**src/hdl/srsw_pkg.sv**
```systemverilog
`default_nettype none

package srsw_pkg;

   // Defaults for the top-level parameters
   localparam int SEQ_COUNT_DEF   = 16;
   localparam int PENDING_MAX_DEF = 255;

   // Field widths
   localparam int FUNC_W    = 2;
   localparam int SEQ_OUT_W = 4;
   localparam int WIN_W     = 4;
   localparam int TMO_W     = 16;

   // Configuration port
   localparam int CSR_ADDR_W  = 3;
   localparam int CSR_DATA_W  = 32;
   localparam int CSR_IDX_BIT = 2;
   localparam logic CSR_IDX_WINDOW  = 1'b0;
   localparam logic CSR_IDX_TIMEOUT = 1'b1;
   localparam logic [WIN_W-1:0] WINDOW_RESET  = 4'd8;
   localparam logic [TMO_W-1:0] TIMEOUT_RESET = 16'd1000;

   // Input function codes
   localparam logic [FUNC_W-1:0] FUNC_REQ  = 2'd0;
   localparam logic [FUNC_W-1:0] FUNC_ACK  = 2'd1;
   localparam logic [FUNC_W-1:0] FUNC_TICK = 2'd2;

   // Queue depths (powers of two, pointers wrap on their own)
   localparam int CMD_QUEUE_DEPTH = 2;
   localparam int CMD_PTR_W       = $clog2(CMD_QUEUE_DEPTH);
   localparam int CMD_CNT_W       = CMD_PTR_W + 1;
   localparam int RSP_QUEUE_DEPTH = 2;
   localparam int RSP_PTR_W       = $clog2(RSP_QUEUE_DEPTH);
   localparam int RSP_CNT_W       = RSP_PTR_W + 1;

   typedef enum logic [1:0] {
      CMD_REQ,
      CMD_ACK,
      CMD_TICK
   } cmd_kind_type;

   typedef struct packed {
      cmd_kind_type           kind;
      logic [SEQ_OUT_W-1:0]   ack_seq;
   } cmd_type;

   typedef struct packed {
      logic    valid;
      cmd_type cmd;
   } cmd_head_type;

   typedef struct packed {
      logic [SEQ_OUT_W-1:0] send_seq;
      logic                 is_resend;
      logic                 request_dropped;
      logic                 last;
   } rsp_type;

   typedef struct packed {
      logic    push;
      rsp_type rsp;
   } rsp_push_type;

   typedef enum logic [1:0] {
      SLOT_EMPTY,
      SLOT_UNACKED,
      SLOT_ACKED
   } slot_status_type;

   typedef enum logic [2:0] {
      ST_IDLE,
      ST_REQ,
      ST_ACK,
      ST_SLIDE,
      ST_FILL,
      ST_TICK_RD,
      ST_TICK_WR,
      ST_DONE
   } eng_state_type;

endpackage

`default_nettype wire

```
**src/hdl/selective_repeat_sender_window.sv**
```systemverilog
`default_nettype none

// Channel    Ports                                      Handshake
// --------   ----------------------------------------   ------------------------------
// request    req_func, req_ack_seq, req_ack_corrupt      push & !full
// result     rsp_send_seq, rsp_is_resend,                pop & !empty
//            rsp_request_dropped, rsp_last
// config     paddr, pwdata, prdata                       psel & penable & pwrite & pready
//
// In the engine a request goes through REQ, then FILL, which sends the packets one by one,
// and DONE. An ack goes through ACK, then SLIDE past acked slots when it lands on the base,
// then FILL and DONE. A tick reads and then updates each in-flight countdown through the
// registered read of the countdown memory. Corrupt acks and unknown codes never reach the engine.
// Reset is synchronous; slot status clears at once, so no clearing pass is needed.
// A two-entry command queue keeps taking items while the engine works, and a two-entry
// result queue plus one held result let the engine run on while pop is low.

module selective_repeat_sender_window #(
   parameter int SEQ_COUNT   = srsw_pkg::SEQ_COUNT_DEF,
   parameter int PENDING_MAX = srsw_pkg::PENDING_MAX_DEF
) (
   input  wire logic                              clock,
   input  wire logic                              reset,
   // request channel
   input  wire logic                              push,
   output      logic                              full,
   input  wire logic [srsw_pkg::FUNC_W-1:0]       req_func,
   input  wire logic [srsw_pkg::SEQ_OUT_W-1:0]    req_ack_seq,
   input  wire logic                              req_ack_corrupt,
   // result channel
   output      logic                              empty,
   input  wire logic                              pop,
   output      logic [srsw_pkg::SEQ_OUT_W-1:0]    rsp_send_seq,
   output      logic                              rsp_is_resend,
   output      logic                              rsp_request_dropped,
   output      logic                              rsp_last,
   // configuration port
   input  wire logic                              psel,
   input  wire logic                              penable,
   input  wire logic                              pwrite,
   input  wire logic [srsw_pkg::CSR_ADDR_W-1:0]   paddr,
   input  wire logic [srsw_pkg::CSR_DATA_W-1:0]   pwdata,
   output      logic [srsw_pkg::CSR_DATA_W-1:0]   prdata,
   output      logic                              pready
);

   logic [srsw_pkg::WIN_W-1:0]    win_limit_ff, win_limit_in;
   logic [srsw_pkg::TMO_W-1:0]    timeout_ticks_ff, timeout_ticks_in;
   logic                          csr_wr;
   logic                          csr_idx;

   srsw_pkg::cmd_head_type        cmd_head;
   logic                          cmd_pop;
   srsw_pkg::rsp_push_type        rsp_wr;
   logic                          rsp_full;

   // ---------------------------------------------------------------------------------
   // Configuration registers: always ready, write lands on the access cycle.
   // Register select is the word bit of the address; low byte bits are ignored.
   // ---------------------------------------------------------------------------------
   assign pready  = 1'b1;
   assign csr_wr  = psel & penable & pwrite & pready;
   assign csr_idx = paddr[srsw_pkg::CSR_IDX_BIT];

   always_comb begin
      win_limit_in     = win_limit_ff;
      timeout_ticks_in = timeout_ticks_ff;
      if (csr_wr) begin
         if (csr_idx == srsw_pkg::CSR_IDX_WINDOW) begin
            win_limit_in = pwdata[srsw_pkg::WIN_W-1:0];
         end else begin
            timeout_ticks_in = pwdata[srsw_pkg::TMO_W-1:0];
         end
      end
   end

   // Read back the selected register, zero-extended
   always_comb begin
      case (csr_idx)
         srsw_pkg::CSR_IDX_WINDOW:  prdata = srsw_pkg::CSR_DATA_W'(win_limit_ff);
         srsw_pkg::CSR_IDX_TIMEOUT: prdata = srsw_pkg::CSR_DATA_W'(timeout_ticks_ff);
         default:                   prdata = '0;
      endcase
   end

   always_ff @(posedge clock) begin
      if (reset) begin
         win_limit_ff     <= srsw_pkg::WINDOW_RESET;
         timeout_ticks_ff <= srsw_pkg::TIMEOUT_RESET;
      end else begin
         win_limit_ff     <= win_limit_in;
         timeout_ticks_ff <= timeout_ticks_in;
      end
   end

   // ---------------------------------------------------------------------------------
   // Front: take each transfer, drop corrupt acks and unknown codes, queue the rest.
   // ---------------------------------------------------------------------------------
   srsw_front u_front (
      .clock           (clock),
      .reset           (reset),
      .push            (push),
      .full            (full),
      .req_func        (req_func),
      .req_ack_seq     (req_ack_seq),
      .req_ack_corrupt (req_ack_corrupt),
      .cmd_head        (cmd_head),
      .cmd_pop         (cmd_pop)
   );

   // ---------------------------------------------------------------------------------
   // Engine: walk the window one slot per step, mark acks, slide the base, fill
   // from pending and count down on ticks. Each item's results leave in order, the
   // final one marked last.
   // ---------------------------------------------------------------------------------
   srsw_engine #(
      .SEQ_COUNT   (SEQ_COUNT),
      .PENDING_MAX (PENDING_MAX)
   ) u_engine (
      .clock         (clock),
      .reset         (reset),
      .win_limit     (win_limit_ff),
      .timeout_ticks (timeout_ticks_ff),
      .cmd_head      (cmd_head),
      .cmd_pop       (cmd_pop),
      .rsp_full      (rsp_full),
      .rsp_wr        (rsp_wr)
   );

   // ---------------------------------------------------------------------------------
   // Result queue: hold results until the consumer pops them.
   // ---------------------------------------------------------------------------------
   srsw_rsp_queue u_rsp_queue (
      .clock               (clock),
      .reset               (reset),
      .rsp_wr              (rsp_wr),
      .rsp_full            (rsp_full),
      .empty               (empty),
      .pop                 (pop),
      .rsp_send_seq        (rsp_send_seq),
      .rsp_is_resend       (rsp_is_resend),
      .rsp_request_dropped (rsp_request_dropped),
      .rsp_last            (rsp_last)
   );

endmodule

`default_nettype wire

```
**src/hdl/srsw_front.sv**
```systemverilog
`default_nettype none

module srsw_front (
   input  wire logic                             clock,
   input  wire logic                             reset,
   input  wire logic                             push,
   output      logic                             full,
   input  wire logic [srsw_pkg::FUNC_W-1:0]      req_func,
   input  wire logic [srsw_pkg::SEQ_OUT_W-1:0]   req_ack_seq,
   input  wire logic                             req_ack_corrupt,
   output      srsw_pkg::cmd_head_type           cmd_head,
   input  wire logic                             cmd_pop
);

   srsw_pkg::cmd_type                     queue_ff [srsw_pkg::CMD_QUEUE_DEPTH];
   logic [srsw_pkg::CMD_PTR_W-1:0]        wr_ptr_ff, wr_ptr_in;
   logic [srsw_pkg::CMD_PTR_W-1:0]        rd_ptr_ff, rd_ptr_in;
   logic [srsw_pkg::CMD_CNT_W-1:0]        count_ff, count_in;
   srsw_pkg::cmd_type                     cmd;
   logic                                  keep;
   logic                                  wr;
   logic                                  rd;

   // Classify: corrupt acks and unknown codes are taken and dropped here
   always_comb begin
      keep        = 1'b0;
      cmd.kind    = srsw_pkg::CMD_REQ;
      cmd.ack_seq = req_ack_seq;
      case (req_func)
         srsw_pkg::FUNC_REQ: begin
            keep     = 1'b1;
            cmd.kind = srsw_pkg::CMD_REQ;
         end
         srsw_pkg::FUNC_ACK: begin
            keep     = ~req_ack_corrupt;
            cmd.kind = srsw_pkg::CMD_ACK;
         end
         srsw_pkg::FUNC_TICK: begin
            keep     = 1'b1;
            cmd.kind = srsw_pkg::CMD_TICK;
         end
         default: begin
            keep = 1'b0;
         end
      endcase
   end

   assign full           = (count_ff == srsw_pkg::CMD_CNT_W'(srsw_pkg::CMD_QUEUE_DEPTH));
   assign cmd_head.valid = (count_ff != '0);
   assign cmd_head.cmd   = queue_ff[rd_ptr_ff];
   assign wr             = push & ~full & keep;
   assign rd             = cmd_pop & cmd_head.valid;

   always_comb begin
      wr_ptr_in = wr ? srsw_pkg::CMD_PTR_W'(wr_ptr_ff + 1'b1) : wr_ptr_ff;
      rd_ptr_in = rd ? srsw_pkg::CMD_PTR_W'(rd_ptr_ff + 1'b1) : rd_ptr_ff;
      case ({wr, rd})
         2'b10:   count_in = srsw_pkg::CMD_CNT_W'(count_ff + 1'b1);
         2'b01:   count_in = srsw_pkg::CMD_CNT_W'(count_ff - 1'b1);
         default: count_in = count_ff;
      endcase
   end

   always_ff @(posedge clock) begin
      if (reset) begin
         wr_ptr_ff <= '0;
         rd_ptr_ff <= '0;
         count_ff  <= '0;
      end else begin
         wr_ptr_ff <= wr_ptr_in;
         rd_ptr_ff <= rd_ptr_in;
         count_ff  <= count_in;
      end
   end

   always_ff @(posedge clock) begin
      if (wr) begin
         queue_ff[wr_ptr_ff] <= cmd;
      end
   end

endmodule

`default_nettype wire

```
**src/hdl/srsw_rsp_queue.sv**
```systemverilog
`default_nettype none

module srsw_rsp_queue (
   input  wire logic                             clock,
   input  wire logic                             reset,
   input  wire srsw_pkg::rsp_push_type           rsp_wr,
   output      logic                             rsp_full,
   output      logic                             empty,
   input  wire logic                             pop,
   output      logic [srsw_pkg::SEQ_OUT_W-1:0]   rsp_send_seq,
   output      logic                             rsp_is_resend,
   output      logic                             rsp_request_dropped,
   output      logic                             rsp_last
);

   srsw_pkg::rsp_type                     queue_ff [srsw_pkg::RSP_QUEUE_DEPTH];
   logic [srsw_pkg::RSP_PTR_W-1:0]        wr_ptr_ff, wr_ptr_in;
   logic [srsw_pkg::RSP_PTR_W-1:0]        rd_ptr_ff, rd_ptr_in;
   logic [srsw_pkg::RSP_CNT_W-1:0]        count_ff, count_in;
   srsw_pkg::rsp_type                     head;
   logic                                  wr;
   logic                                  rd;

   assign rsp_full = (count_ff == srsw_pkg::RSP_CNT_W'(srsw_pkg::RSP_QUEUE_DEPTH));
   assign empty    = (count_ff == '0);
   assign wr       = rsp_wr.push & ~rsp_full;
   assign rd       = pop & ~empty;
   assign head     = queue_ff[rd_ptr_ff];

   assign rsp_send_seq        = head.send_seq;
   assign rsp_is_resend       = head.is_resend;
   assign rsp_request_dropped = head.request_dropped;
   assign rsp_last            = head.last;

   always_comb begin
      wr_ptr_in = wr ? srsw_pkg::RSP_PTR_W'(wr_ptr_ff + 1'b1) : wr_ptr_ff;
      rd_ptr_in = rd ? srsw_pkg::RSP_PTR_W'(rd_ptr_ff + 1'b1) : rd_ptr_ff;
      case ({wr, rd})
         2'b10:   count_in = srsw_pkg::RSP_CNT_W'(count_ff + 1'b1);
         2'b01:   count_in = srsw_pkg::RSP_CNT_W'(count_ff - 1'b1);
         default: count_in = count_ff;
      endcase
   end

   always_ff @(posedge clock) begin
      if (reset) begin
         wr_ptr_ff <= '0;
         rd_ptr_ff <= '0;
         count_ff  <= '0;
      end else begin
         wr_ptr_ff <= wr_ptr_in;
         rd_ptr_ff <= rd_ptr_in;
         count_ff  <= count_in;
      end
   end

   always_ff @(posedge clock) begin
      if (wr) begin
         queue_ff[wr_ptr_ff] <= rsp_wr.rsp;
      end
   end

endmodule

`default_nettype wire

```
**src/hdl/srsw_engine.sv**
```systemverilog
`default_nettype none

module srsw_engine #(
   parameter int SEQ_COUNT   = srsw_pkg::SEQ_COUNT_DEF,
   parameter int PENDING_MAX = srsw_pkg::PENDING_MAX_DEF
) (
   input  wire logic                             clock,
   input  wire logic                             reset,
   input  wire logic [srsw_pkg::WIN_W-1:0]       win_limit,
   input  wire logic [srsw_pkg::TMO_W-1:0]       timeout_ticks,
   input  wire srsw_pkg::cmd_head_type           cmd_head,
   output      logic                             cmd_pop,
   input  wire logic                             rsp_full,
   output      srsw_pkg::rsp_push_type           rsp_wr
);

   localparam int SEQ_W   = $clog2(SEQ_COUNT);
   localparam int PEND_W  = $clog2(PENDING_MAX + 1);
   localparam int CAP_INT = (SEQ_COUNT - 1 < 15) ? (SEQ_COUNT - 1) : 15;
   localparam logic [srsw_pkg::WIN_W-1:0] WIN_CAP  = srsw_pkg::WIN_W'(CAP_INT);
   localparam logic [SEQ_W-1:0]           LAST_SEQ = SEQ_W'(SEQ_COUNT - 1);
   localparam logic [SEQ_W:0]             SEQ_MOD  = (SEQ_W + 1)'(SEQ_COUNT);
   localparam logic [PEND_W-1:0]          PEND_FULL = PEND_W'(PENDING_MAX);

   srsw_pkg::eng_state_type               state_ff, state_in;
   logic [SEQ_W-1:0]                      base_ff, base_in;
   logic [SEQ_W-1:0]                      next_ff, next_in;
   logic [srsw_pkg::WIN_W-1:0]            inflight_ff, inflight_in;
   logic [PEND_W-1:0]                     pending_ff, pending_in;
   logic [srsw_pkg::SEQ_OUT_W-1:0]        ack_ff, ack_in;
   logic [SEQ_W-1:0]                      scan_ff, scan_in;
   logic [srsw_pkg::WIN_W-1:0]            scan_cnt_ff, scan_cnt_in;
   srsw_pkg::rsp_type                     held_ff, held_in;
   logic                                  held_valid_ff, held_valid_in;

   srsw_pkg::slot_status_type             status_ff [SEQ_COUNT];
   logic [srsw_pkg::TMO_W-1:0]            cd_mem [SEQ_COUNT];
   logic [srsw_pkg::TMO_W-1:0]            cd_rd_ff;

   logic [SEQ_W-1:0]                      slot_rd_idx;
   srsw_pkg::slot_status_type             slot_rd;
   logic                                  slot_we;
   logic [SEQ_W-1:0]                      slot_wa;
   srsw_pkg::slot_status_type             slot_wd;
   logic                                  cd_we;
   logic [SEQ_W-1:0]                      cd_wa;
   logic [srsw_pkg::TMO_W-1:0]            cd_wd;

   logic [srsw_pkg::WIN_W-1:0]            eff_win;
   logic                                  can_fill;
   logic                                  emit_ok;
   logic                                  pend_full;
   logic                                  ack_in_range;
   logic [SEQ_W-1:0]                      ack_idx;
   logic [SEQ_W:0]                        ack_off;
   logic                                  ack_hit;
   logic                                  slide_go;
   logic                                  tick_unacked;
   logic                                  tick_expire;
   logic                                  tick_last;
   logic                                  tick_adv;
   logic                                  emit;
   srsw_pkg::rsp_type                     emit_rsp;

   function automatic logic [SEQ_W-1:0] seq_inc(input logic [SEQ_W-1:0] s);
      seq_inc = (s == LAST_SEQ) ? '0 : SEQ_W'(s + 1'b1);
   endfunction

   // Shared conditions
   assign eff_win   = (win_limit > WIN_CAP) ? WIN_CAP : win_limit;
   assign can_fill  = (inflight_ff < eff_win) && (pending_ff != '0);
   assign emit_ok   = ~held_valid_ff | ~rsp_full;
   assign pend_full = (pending_ff == PEND_FULL);

   assign ack_in_range = (int'(ack_ff) < SEQ_COUNT);
   assign ack_idx      = SEQ_W'(ack_ff);
   assign ack_off      = (ack_idx >= base_ff)
                         ? (SEQ_W + 1)'({1'b0, ack_idx} - {1'b0, base_ff})
                         : (SEQ_W + 1)'({1'b0, ack_idx} + SEQ_MOD - {1'b0, base_ff});

   // One status read port, steered by state
   always_comb begin
      case (state_ff)
         srsw_pkg::ST_ACK:     slot_rd_idx = ack_idx;
         srsw_pkg::ST_SLIDE:   slot_rd_idx = base_ff;
         srsw_pkg::ST_TICK_WR: slot_rd_idx = scan_ff;
         default:              slot_rd_idx = next_ff;
      endcase
   end
   assign slot_rd = status_ff[slot_rd_idx];

   assign ack_hit      = ack_in_range && (int'(ack_off) < int'(inflight_ff))
                         && (slot_rd == srsw_pkg::SLOT_UNACKED);
   assign slide_go     = (inflight_ff != '0) && (slot_rd == srsw_pkg::SLOT_ACKED);
   assign tick_unacked = (slot_rd == srsw_pkg::SLOT_UNACKED);
   assign tick_expire  = tick_unacked && (cd_rd_ff <= srsw_pkg::TMO_W'(1));
   assign tick_last    = (srsw_pkg::WIN_W'(scan_cnt_ff + 1'b1) == inflight_ff);
   assign tick_adv     = ~tick_expire | emit_ok;

   // Next state
   always_comb begin
      state_in = state_ff;
      case (state_ff)
         srsw_pkg::ST_IDLE: begin
            if (cmd_head.valid) begin
               case (cmd_head.cmd.kind)
                  srsw_pkg::CMD_REQ:  state_in = srsw_pkg::ST_REQ;
                  srsw_pkg::CMD_ACK:  state_in = srsw_pkg::ST_ACK;
                  srsw_pkg::CMD_TICK: state_in = (inflight_ff == '0) ? srsw_pkg::ST_DONE
                                                                     : srsw_pkg::ST_TICK_RD;
                  default:            state_in = srsw_pkg::ST_DONE;
               endcase
            end
         end
         srsw_pkg::ST_REQ: begin
            if (!pend_full || emit_ok) begin
               state_in = srsw_pkg::ST_FILL;
            end
         end
         srsw_pkg::ST_ACK: begin
            if (ack_hit && ack_off == '0) begin
               state_in = srsw_pkg::ST_SLIDE;
            end else begin
               state_in = srsw_pkg::ST_FILL;
            end
         end
         srsw_pkg::ST_SLIDE: begin
            if (!slide_go) begin
               state_in = srsw_pkg::ST_FILL;
            end
         end
         srsw_pkg::ST_FILL: begin
            if (!can_fill) begin
               state_in = srsw_pkg::ST_DONE;
            end
         end
         srsw_pkg::ST_TICK_RD: begin
            state_in = srsw_pkg::ST_TICK_WR;
         end
         srsw_pkg::ST_TICK_WR: begin
            if (tick_adv) begin
               state_in = tick_last ? srsw_pkg::ST_DONE : srsw_pkg::ST_TICK_RD;
            end
         end
         srsw_pkg::ST_DONE: begin
            if (!held_valid_ff || !rsp_full) begin
               state_in = srsw_pkg::ST_IDLE;
            end
         end
         default: state_in = srsw_pkg::ST_IDLE;
      endcase
   end

   // Datapath and outputs
   always_comb begin
      base_in       = base_ff;
      next_in       = next_ff;
      inflight_in   = inflight_ff;
      pending_in    = pending_ff;
      ack_in        = ack_ff;
      scan_in       = scan_ff;
      scan_cnt_in   = scan_cnt_ff;
      held_in       = held_ff;
      held_valid_in = held_valid_ff;
      cmd_pop       = 1'b0;
      slot_we       = 1'b0;
      slot_wa       = next_ff;
      slot_wd       = srsw_pkg::SLOT_UNACKED;
      cd_we         = 1'b0;
      cd_wa         = next_ff;
      cd_wd         = timeout_ticks;
      emit          = 1'b0;
      emit_rsp      = '0;
      rsp_wr.push   = 1'b0;
      rsp_wr.rsp    = held_ff;

      case (state_ff)
         srsw_pkg::ST_IDLE: begin
            if (cmd_head.valid) begin
               cmd_pop     = 1'b1;
               ack_in      = cmd_head.cmd.ack_seq;
               scan_in     = base_ff;
               scan_cnt_in = '0;
            end
         end
         srsw_pkg::ST_REQ: begin
            if (pend_full) begin
               emit                     = emit_ok;
               emit_rsp.request_dropped = 1'b1;
            end else begin
               pending_in = PEND_W'(pending_ff + 1'b1);
            end
         end
         srsw_pkg::ST_ACK: begin
            if (ack_hit) begin
               slot_we = 1'b1;
               slot_wa = ack_idx;
               slot_wd = srsw_pkg::SLOT_ACKED;
            end
         end
         srsw_pkg::ST_SLIDE: begin
            if (slide_go) begin
               slot_we     = 1'b1;
               slot_wa     = base_ff;
               slot_wd     = srsw_pkg::SLOT_EMPTY;
               base_in     = seq_inc(base_ff);
               inflight_in = srsw_pkg::WIN_W'(inflight_ff - 1'b1);
            end
         end
         srsw_pkg::ST_FILL: begin
            if (can_fill && emit_ok) begin
               slot_we           = 1'b1;
               cd_we             = 1'b1;
               emit              = 1'b1;
               emit_rsp.send_seq = srsw_pkg::SEQ_OUT_W'(next_ff);
               next_in           = seq_inc(next_ff);
               inflight_in       = srsw_pkg::WIN_W'(inflight_ff + 1'b1);
               pending_in        = PEND_W'(pending_ff - 1'b1);
            end
         end
         srsw_pkg::ST_TICK_WR: begin
            cd_wa = scan_ff;
            if (tick_expire) begin
               if (emit_ok) begin
                  cd_we              = 1'b1;
                  emit               = 1'b1;
                  emit_rsp.send_seq  = srsw_pkg::SEQ_OUT_W'(scan_ff);
                  emit_rsp.is_resend = 1'b1;
               end
            end else if (tick_unacked) begin
               cd_we = 1'b1;
               cd_wd = srsw_pkg::TMO_W'(cd_rd_ff - 1'b1);
            end
            if (tick_adv) begin
               scan_in     = seq_inc(scan_ff);
               scan_cnt_in = srsw_pkg::WIN_W'(scan_cnt_ff + 1'b1);
            end
         end
         srsw_pkg::ST_DONE: begin
            // Flush the held result with the end-of-item marker
            if (held_valid_ff && !rsp_full) begin
               rsp_wr.push     = 1'b1;
               rsp_wr.rsp.last = 1'b1;
               held_valid_in   = 1'b0;
            end
         end
         default: begin
         end
      endcase

      // A new result pushes the held one out, not marked last
      if (emit) begin
         rsp_wr.push     = held_valid_ff;
         rsp_wr.rsp.last = 1'b0;
         held_in         = emit_rsp;
         held_valid_in   = 1'b1;
      end
   end

   always_ff @(posedge clock) begin
      if (reset) begin
         state_ff      <= srsw_pkg::ST_IDLE;
         base_ff       <= '0;
         next_ff       <= '0;
         inflight_ff   <= '0;
         pending_ff    <= '0;
         scan_cnt_ff   <= '0;
         held_valid_ff <= 1'b0;
      end else begin
         state_ff      <= state_in;
         base_ff       <= base_in;
         next_ff       <= next_in;
         inflight_ff   <= inflight_in;
         pending_ff    <= pending_in;
         scan_cnt_ff   <= scan_cnt_in;
         held_valid_ff <= held_valid_in;
      end
   end

   always_ff @(posedge clock) begin
      ack_ff  <= ack_in;
      scan_ff <= scan_in;
      held_ff <= held_in;
   end

   always_ff @(posedge clock) begin
      if (reset) begin
         for (int i = 0; i < SEQ_COUNT; i++) begin
            status_ff[i] <= srsw_pkg::SLOT_EMPTY;
         end
      end else if (slot_we) begin
         status_ff[slot_wa] <= slot_wd;
      end
   end

   // Countdown store: one write, one registered read at the scan slot
   always_ff @(posedge clock) begin
      if (cd_we) begin
         cd_mem[cd_wa] <= cd_wd;
      end
      cd_rd_ff <= cd_mem[scan_ff];
   end

   a_push_room: assert property (@(posedge clock) disable iff (reset)
      rsp_wr.push |-> !rsp_full)
      else $error("result pushed into a full queue");

   a_idle_flushed: assert property (@(posedge clock) disable iff (reset)
      (state_ff == srsw_pkg::ST_IDLE) |-> !held_valid_ff)
      else $error("result left behind at end of item");

   a_inflight_cap: assert property (@(posedge clock) disable iff (reset)
      int'(inflight_ff) <= CAP_INT)
      else $error("in-flight count above window cap");

   a_pending_cap: assert property (@(posedge clock) disable iff (reset)
      int'(pending_ff) <= PENDING_MAX)
      else $error("pending count above limit");

   a_next_tracks: assert property (@(posedge clock) disable iff (reset)
      ((int'(base_ff) + int'(inflight_ff)) % SEQ_COUNT) == int'(next_ff))
      else $error("next sequence out of step with base and in-flight count");

endmodule

`default_nettype wire
```
**config.mk**
```make
export PLATFORM = sky130hd
export DESIGN_NAME = selective_repeat_sender_window
export DESIGN_NICKNAME = d
export VERILOG_FILES = /design/src/hdl/srsw_pkg.sv /design/src/hdl/selective_repeat_sender_window.sv /design/src/hdl/srsw_front.sv /design/src/hdl/srsw_rsp_queue.sv /design/src/hdl/srsw_engine.sv
export SDC_FILE = /design/constraint.sdc
export NUM_CORES = 1
export LEC_CHECK = 0
export ABC_AREA = 1
export BUFFER_PORTS_ARGS = -buffer_cell sky130_fd_sc_hd__buf_2
export CAP_MARGIN = 20
export CORE_MARGIN = 3
export CORE_UTILIZATION = 26
export CTS_CLUSTER_SIZE = 28
export DETAILED_ROUTE_END_ITERATION = 10
export GPL_TIMING_DRIVEN = 0
export SETUP_SLACK_MARGIN = 0.3
export SLEW_MARGIN = 30
export SYNTH_ARGS = -nofsm -noshare
export SYNTH_HDL_FRONTEND = slang
export SYNTH_SLANG_ARGS = --single-unit
```
**constraint.sdc**
```tcl
create_clock -name clock -period 3.85 [get_ports clock]
set_input_delay 0.77 -clock clock [delete_from_list [all_inputs] [get_ports clock]]
set_output_delay 0.77 -clock clock [all_outputs]
set_load 0.01 [all_outputs]
```
; After elaboration in Yosys (flattened, before gate mapping)
; Memories as Yosys holds them, arrays and structs flattened. A register that Yosys moved wholly into a read port is not among the register bits.
; Index checks and enable logic that the tools add are counted.
[op_classes]
n_addsub = 20
magnitude_cmp = 5
n_eq_ne = 33
muxes = 87
bitwise_logic = 16
n_reduce_logical = 41
[ops]
columns = operator, count
row1 = $pmux 32 s2, 1
row2 = $mux 4, 15
row3 = $mux 16, 3
row4 = $pmux 4 s2, 5
row5 = $mux 1, 35
row6 = $pmux 3 s8, 1
row7 = $mux 3, 7
row8 = $add 4x1->4 const B, 5
row9 = $le 16x1->1 const B, 1
row10 = $mux 8, 2
row11 = $pmux 2 s2, 4
row12 = $pmux 8 s2, 1
row13 = $reduce_bool 2->1, 8
row14 = $sub 16x1->16 const B, 1
row15 = $mux 5, 3
row16 = $eq 2x2->1 const B, 7
row17 = $reduce_and 2->1, 7
row18 = $eq 3x3->1 const B, 4
row19 = $eq 4x4->1 const B, 3
row20 = $pmux 4 s3, 1
row21 = $eq 2x1->1 const B, 5
row22 = $ne 2x1->1 const B, 5
row23 = $pmux 3 s3, 1
row24 = $reduce_and 3->1, 3
row25 = other kinds (35), 74
[word_totals]
regBits = 70
ramBits = 314
in_bits = 49
word_cells = 226
n_memories = 4
[mem_list]
columns = name, words, word_bits, read_ports, rd_ports_with_merged_regs, wr, line
row1 = u_engine.cd_mem, 16, 16, 1, 1, 1, srsw_engine.sv:37  ; logic [srsw_pkg::TMO_W-1:0] cd_mem [SEQ_COUNT];
row2 = u_engine.status_ff, 16, 2, 1, 0, 16, srsw_engine.sv:36  ; srsw_pkg::slot_status_type status_ff [SEQ_COUNT];
row3 = u_rsp_queue.queue_ff, 2, 7, 1, 1, 1, srsw_rsp_queue.sv:16  ; srsw_pkg::rsp_type queue_ff [srsw_pkg::RSP_QUEUE_DEPTH];
row4 = u_front.queue_ff, 2, 6, 1, 1, 1, srsw_front.sv:15  ; srsw_pkg::cmd_type queue_ff [srsw_pkg::CMD_QUEUE_DEPTH];

; Depth between registers and ports, before layout
[depth]
depth_word = 12
ltp_mapped = 24
depth_no_buf = 23

; Cells and area by module
; A second synthesis with hierarchy kept.
[hier_totals]
cells_unflattened = 1673
area_unflattened_um2 = 18312.6
[modules_own_cells]
columns = mod, instances, cells_each, area_per_inst_um2, seq_area_each_um2
row1 = srsw_engine, 1, 1377, 15730.1, 9949.5
row2 = selective_repeat_sender_window, 1, 174, 1098.6, 400.4
row3 = srsw_rsp_queue, 1, 62, 777.0, 520.5
row4 = srsw_front, 1, 60, 706.9, 460.4

; Worst setup path after synthesis
; No wires, ideal clock.
[synth_timing]
kind = register to register
from = register u_engine.state_ff[2]
to = memory u_engine.cd_mem[12][0] (netlist bit) (enable)
setup_time_ns = 0.388
arrival_ns = 2.880
t_required_ns = 3.462
path_slack_ns = 0.582
path_stages_with_launch = 21
n_path_buf = 1
period_less_slack_ns = 3.268
path_cell_list = dfxtp_1 > buf_6 > inv_2 > nand2_1 > nor2_4 > nand2_1 > nand2_1 > nor2_2 > nor2_4 > nand3_1 > nand3_1 > nand3_2 > nand2_4 > inv_2 > nor2_4 > nand2_2 > nor2_4 > inv_2 > o211ai_2 > nand3_1 > nor2_1
[synth_between]
elab_chain_len = 9
word_cells_on_any_way = 14
[synth_rtl]
columns = element, line
row1 = "start, declared", srsw_engine.sv:25  ; srsw_pkg::eng_state_type state_ff, state_in;
row2 = "start signal, assigned", srsw_engine.sv:262  ; state_ff <= srsw_pkg::ST_IDLE;
row3 = "start signal, assigned", srsw_engine.sv:270  ; state_ff <= state_in;
row4 = $eq 3x3->1 or $eq 3x2->1 (tied branches), "srsw_engine.sv:83, srsw_engine.sv:177"
row5 = $pmux 4 s3, srsw_engine.sv:83  ; case (state_ff)
row6 = $mem_v2 16x2, n/a
row7 = $eq 2x1->1, srsw_engine.sv:95  ; assign tick_unacked = (slot_rd == srsw_pkg::SLOT_UNACKED);
row8 = $mux 1 or $logic_and 1x1->1 (tied branches), "srsw_engine.sv:230, srsw_engine.sv:96"
row9 = $mux 1, srsw_engine.sv:223  ; if (tick_expire) begin
row10 = $pmux 1 s2, srsw_engine.sv:177  ; case (state_ff)
row11 = $mux 1, srsw_engine.sv:298  ; if (cd_we) begin
row12 = $mux 1 (not written as such), srsw_engine.sv:299  ; cd_mem[cd_wa] <= cd_wd;
row13 = "end, declared", srsw_engine.sv:37
; Several ways; a longest one is shown, not always the timed one.

; Final worst setup path
[layout_timing]
from = register u_engine.state_ff[0]
to = memory u_engine.cd_mem[6][14] (netlist bit) (enable)
; Same word-level chain as after synthesis.

==> results.md <==
Status:
- The run finished with clean final reports.

GRT:
- The pin count of the biggest net entering global routing is 17.
- The overall routing resource usage is 13.5%.
- The leftover overflow at the end of global routing is 0.
- The number of antenna violations at the first check in global routing is 1.
- The first global-routing pass estimated roughly 77 mm of wire.
- The number of global-route vias before repair is 12.8k.

Critical path:
- The last element of the critical path is u_engine.cd_mem[6][14]$_DFFE_PP_.
- The launching element of the worst setup path is u_engine.state_ff[0]$_SDFFE_PP0P_.
- In this run the worst path has a maximum fanout of 16.
- The worst register-to-register path has a setup slack of 390 ps.
- STA puts the critical path data arrival time at 3720 ps.
- The worst register-to-register path has a depth of 19.
- The capturing point of the worst reg2reg path is u_engine.cd_mem[6][14]$_DFFE_PP_.
- The worst setup path is captured at a register.
- The startpoint-to-endpoint class of the critical path is reg2reg.
- At the worst endpoint, the required time is 4120 ps.
- The startpoint class of the critical path is a register.
- In this run the critical register-to-register path is launched from u_engine.state_ff[0]$_SDFFE_PP0P_.

Placement:
- The number of buffers inserted by port buffering is 54.
- Summed over all nets, the half-perimeter wirelength after detailed placement is 35.8 mm.
- The congestion estimate from routability-driven global placement came to 0.954.
- The number of placed instances, taps included is about 2.7k.

Power:
- The worst IR drop on VDD is 0.362 mV.
- Of the total power, the share spent switching nets is between 30% and 40%.
- For this design the ratio of total power to cell area is between 600 and 700 nW/um2.
- The leakage component of the power is 8.13 nW.
- The clock network fraction of total power is 28.6%.
- The sequential power share is 37.0%.
- The fraction of power consumed by combinational cells is 34.4%.
- The cell-internal power is 9.32 mW.
- The net switching power of the design is approximately 5.6 mW.

Floorplanning:
- The floorplan step set the die height to 270 um.
- The horizontal die dimension is 270 um.
- The die covers 73,000 um2.
- During I/O placement, the number of pins put on the boundary was 91.
- The floorplan has 96 rows.
- The placeable core area is 68,800 um2.
- The starting density of the core is 26.4%.

Cells and area:
- The number of nets in the layout is 1,885.
- The area growth from synthesis to layout is 21.8%.
- The layout cell share with drive strength beyond 1 is 18.3%.
- The number of antenna diodes in the final layout is 0.
- The finished layout holds 2,773 standard cells, fillers aside.

Timing:
- For the final database, setup skew stands at 20.7 ps.
- Setup violations remaining at the end of the flow were counted as 0.
- The number of failing hold endpoints at the final stage was 0.
- The normalized max-slew margin is ~33%.
- At the pin with the least slew margin, the transition time is 1000 ps.
- After layout, the worst path uses about nine tenths of the clock period.
- Setup repair after global routing could not meet its margin everywhere.
- The highest attainable clock frequency is approximately 0.29 GHz.
- The routed design could run at a clock period as short as 3460 ps.
- Across all hold checks on the routed design, the worst slack comes to 402 ps.
- The count of final max-slew check failures came to 0.

Detailed routing:
- The routed via count divided by cell count is between 4 and 5.
- The routed design has 51.4 mm of wire.
- The total DRC errors in the routed layout is 0.
- Dividing the detail-routed wire length by the instance count gives 18.5 um.
- The routed layout has between 10k and 15k vias.
- After the first detailed-routing iteration, the DRC count stood at 1,238.
- The first detailed-routing pass ran for 5 iterations.
- The remaining antenna violation count after routing is 0.

Synth:
- Yosys printed 0 warnings.
- Synthesis inferred 402 register bits.
- The post-synthesis instance total is 1,644.
- Sequential cells were found to cover 62.5% of the synthesized design area.
- The synthesized area per cell is 11.0 um2.
- After synthesis, the netlist uses 53 different library cells.
- In this run the cell area of the synthesized design comes to 18,100 um2.

Run:
- The number of maximum-capacitance violations is 0.

Clocking:
- The worst-case clock buffer depth is 3.
- TritonCTS built the clock tree.
- The count of H-tree levels built during CTS is 2.
- The clock edge transition at the registers on the reported setup and hold paths is 60 ps.
- In this run, CTS created clock tree buffers numbering 43.
- The total number of clock tree sinks is 402.
- The clock tree root buffer cell is sky130_fd_sc_hd__clkbuf_16.
- The clock insertion delay at the later pin of the skew report is 570 ps.

Worst hold path:
- The class of the tightest hold or removal check is in2reg.
## layout by cell type, fill, tap and decap left out, types with 7 or more instances in the layout
| cell type | n |
|---|---|
| sky130_fd_sc_hd__clkinv_2 | 8 |
| sky130_fd_sc_hd__o221ai_1 | 48 |
| sky130_fd_sc_hd__mux2_2 | 11 |
| sky130_fd_sc_hd__dfxtp_1 | 72 |
| sky130_fd_sc_hd__buf_12 | 15 |
| sky130_fd_sc_hd__clkbuf_1 | 66 |
| sky130_fd_sc_hd__nand3_4 | 7 |
| sky130_fd_sc_hd__nor2_1 | 206 |
| sky130_fd_sc_hd__nand3_1 | 88 |
| sky130_fd_sc_hd__buf_4 | 38 |
| sky130_fd_sc_hd__o32ai_1 | 18 |
| sky130_fd_sc_hd__nand2_1 | 175 |
| sky130_fd_sc_hd__clkbuf_16 | 43 |
| sky130_fd_sc_hd__nand3_2 | 12 |
| sky130_fd_sc_hd__inv_1 | 127 |
| sky130_fd_sc_hd__nand4_1 | 10 |
| sky130_fd_sc_hd__nand2_2 | 24 |
| sky130_fd_sc_hd__nor2_2 | 7 |
| sky130_fd_sc_hd__a21oi_1 | 50 |
| sky130_fd_sc_hd__conb_1 | 17 |
| sky130_fd_sc_hd__buf_2 | 57 |
| sky130_fd_sc_hd__inv_2 | 12 |
| sky130_fd_sc_hd__buf_6 | 18 |
| sky130_fd_sc_hd__nand2_4 | 13 |
| sky130_fd_sc_hd__xor2_1 | 18 |
| sky130_fd_sc_hd__o21ai_0 | 130 |
| sky130_fd_sc_hd__ha_1 | 26 |
| sky130_fd_sc_hd__buf_1 | 9 |
| sky130_fd_sc_hd__nor2_4 | 30 |
| sky130_fd_sc_hd__o211ai_1 | 22 |
| sky130_fd_sc_hd__mux2i_1 | 46 |
| sky130_fd_sc_hd__edfxtp_1 | 328 |
## worst min-delay path by stage
stage,from,cells after the start,slack (ps),end
floorplan,u_engine.rsp_wr[1]$_SDFFCE_PN0P_,0,420,u_rsp_queue.queue_ff[0][1]$_DFFE_PP_
global placement,u_rsp_queue.rd_ptr_ff$_SDFFE_PP0P_,1,440,u_rsp_queue.rd_ptr_ff$_SDFFE_PP0P_
detailed placement,u_engine.rsp_wr[6]$_DFFE_PP_,0,450,u_rsp_queue.queue_ff[0][6]$_DFFE_PP_
CTS,req_ack_seq[2],1,380,u_front.queue_ff[0][2]$_DFFE_PP_
global route,req_ack_seq[2],1,380,u_front.queue_ff[0][2]$_DFFE_PP_
finish,req_ack_seq[2],1,400,u_front.queue_ff[0][2]$_DFFE_PP_
## critical path, stage by stage, from the launching register on
cell and delay [ps]:
sky130_fd_sc_hd__dfxtp_2 400, sky130_fd_sc_hd__inv_1 100, sky130_fd_sc_hd__nand2_1 200, sky130_fd_sc_hd__nor2_4 80, sky130_fd_sc_hd__nand2_1 130, sky130_fd_sc_hd__nand3_1 100
sky130_fd_sc_hd__o22ai_2 280, sky130_fd_sc_hd__inv_1 150, sky130_fd_sc_hd__nand3_1 120, sky130_fd_sc_hd__nand3_1 120, sky130_fd_sc_hd__nand2_4 130, sky130_fd_sc_hd__inv_2 50
sky130_fd_sc_hd__nor2_4 140, sky130_fd_sc_hd__nand2_2 130, sky130_fd_sc_hd__nor2_4 150, sky130_fd_sc_hd__inv_2 60, sky130_fd_sc_hd__o211ai_4 160, sky130_fd_sc_hd__nand3_4 240
sky130_fd_sc_hd__nor2_4 200, sky130_fd_sc_hd__buf_12 200
## cell type report
type	instances	area [um2]
fill	6845	46700
sequential	402	11300
multi-input combinational	1024	6280
tap	931	1160
clock buffer	53	1110
timing repair buffer	103	875
inverter	142	536
buffer	91	458
clock inverter	27	342
## routing by layer
metal	vias to the layer above	GRT usage, %	routed length, um
met5	-	0	13
met2	549	22.8	24800
met1	6574	17.6	21000
li1	6144	-	-
met3	110	2.70	4180
met4	2	3.65	1390
## cells by family (layout without fill, tap and decap cells)
group | count (synthesis) | count (layout) | share of synthesized area (%)
AOI/OAI and AO/OA | 300 | 300 | 10.4
other | 2 | 17 | 0.0414
and+or+nand+nor | 597 | 597 | 15.2
adders and majority gates | 29 | 29 | 2.12
DFF | 402 | 402 | 62.5
muxes | 57 | 57 | 3.22
buffers and inverters | 233 | 416 | 5.42
xor gates and xnor gates | 24 | 24 | 1.16
## metrics by stage
step / cell area [um2] / setup TNS, ps / util, % / power [mW] / worst slack [ps]
global route: 22100 / 0 / 32.1 / 15.7 / 248
global placement: 19600 / -224090 / 28.5 / 10.1 / -922
floorplan: 18200 / 0 / - / 8.71 / 582
detailed placement: 19800 / -40260 / 28.8 / 10.3 / -337
CTS: 21700 / 0 / 31.5 / 14.7 / 75.7
finish: 22100 / 0 / 32.1 / 14.9 / 394
## power groups by stage
stage	registers [mW]	clock network [mW]	logic (mW)
5_1_grt	5.56	4.51	5.58
3_3_place_gp	5.60	0	4.52
3_5_place_dp	5.61	0	4.70
2_1_floorplan	5.51	0	3.21
4_1_cts	5.52	4.34	4.83
6_report	5.52	4.26	5.14
## sequential cells by signal (all words and copies together) (netlist names), 3 cells and up, named ones only
register / cells
u_engine.state_ff: 3
u_engine.rsp_wr: 6
u_engine.inflight_ff: 4
u_engine.next_ff: 4
u_rsp_queue.queue_ff: 14
u_engine.cd_mem: 256
u_engine.status_ff: 32
u_front.queue_ff: 12
u_engine.scan_cnt_ff: 4
win_limit_ff: 4
u_engine.scan_ff: 4
u_engine.ack_ff: 4
u_engine.pending_ff: 8
u_engine.base_ff: 4
timeout_ticks_ff: 16
u_engine.cd_rd_ff: 16
## cell usage after synthesis (all sizes together)
| cell type | instances | area, um2 |
|---|---|---|
| o221ai | 48 | 420 |
| a21boi | 1 | 7.51 |
| nand3b | 6 | 45.0 |
| buf | 35 | 240 |
| dfxtp | 74 | 1480 |
| and3 | 1 | 6.26 |
| edfxtp | 328 | 9850 |
| o21ai | 140 | 716 |
| or2 | 1 | 6.26 |
| xor2 | 18 | 158 |
| o22ai | 5 | 37.5 |
| inv | 140 | 526 |
| clkinv | 2 | 7.51 |
| conb | 2 | 7.51 |
| nor3 | 5 | 25.0 |
| a21oi | 53 | 277 |
| nor4 | 7 | 43.8 |
| mux2i | 46 | 460 |
| ha | 26 | 325 |
| nor2 | 245 | 1040 |
| clkbuf | 56 | 210 |
| o32ai | 18 | 158 |
| o21a | 5 | 37.5 |
| nor3b | 1 | 7.51 |
| xnor2 | 6 | 52.6 |
| a31oi | 2 | 12.5 |
| mux2 | 11 | 124 |
| fa | 3 | 60.1 |
| o311ai | 1 | 8.76 |
| nand4 | 11 | 83.8 |
| o211ai | 23 | 178 |
| a211oi | 3 | 22.5 |
| a2111oi | 1 | 8.76 |
| nand2 | 213 | 882 |
| nand3 | 107 | 616 |
## what timing repair did
action                     4_1_cts  5_1_grt
resized for setup               23       57
setup endpoints to repair      486      564
buffers inserted                24       18
pin swaps                       16       26
hold buffers                     0        0
(Power assumes the default switching activity.)
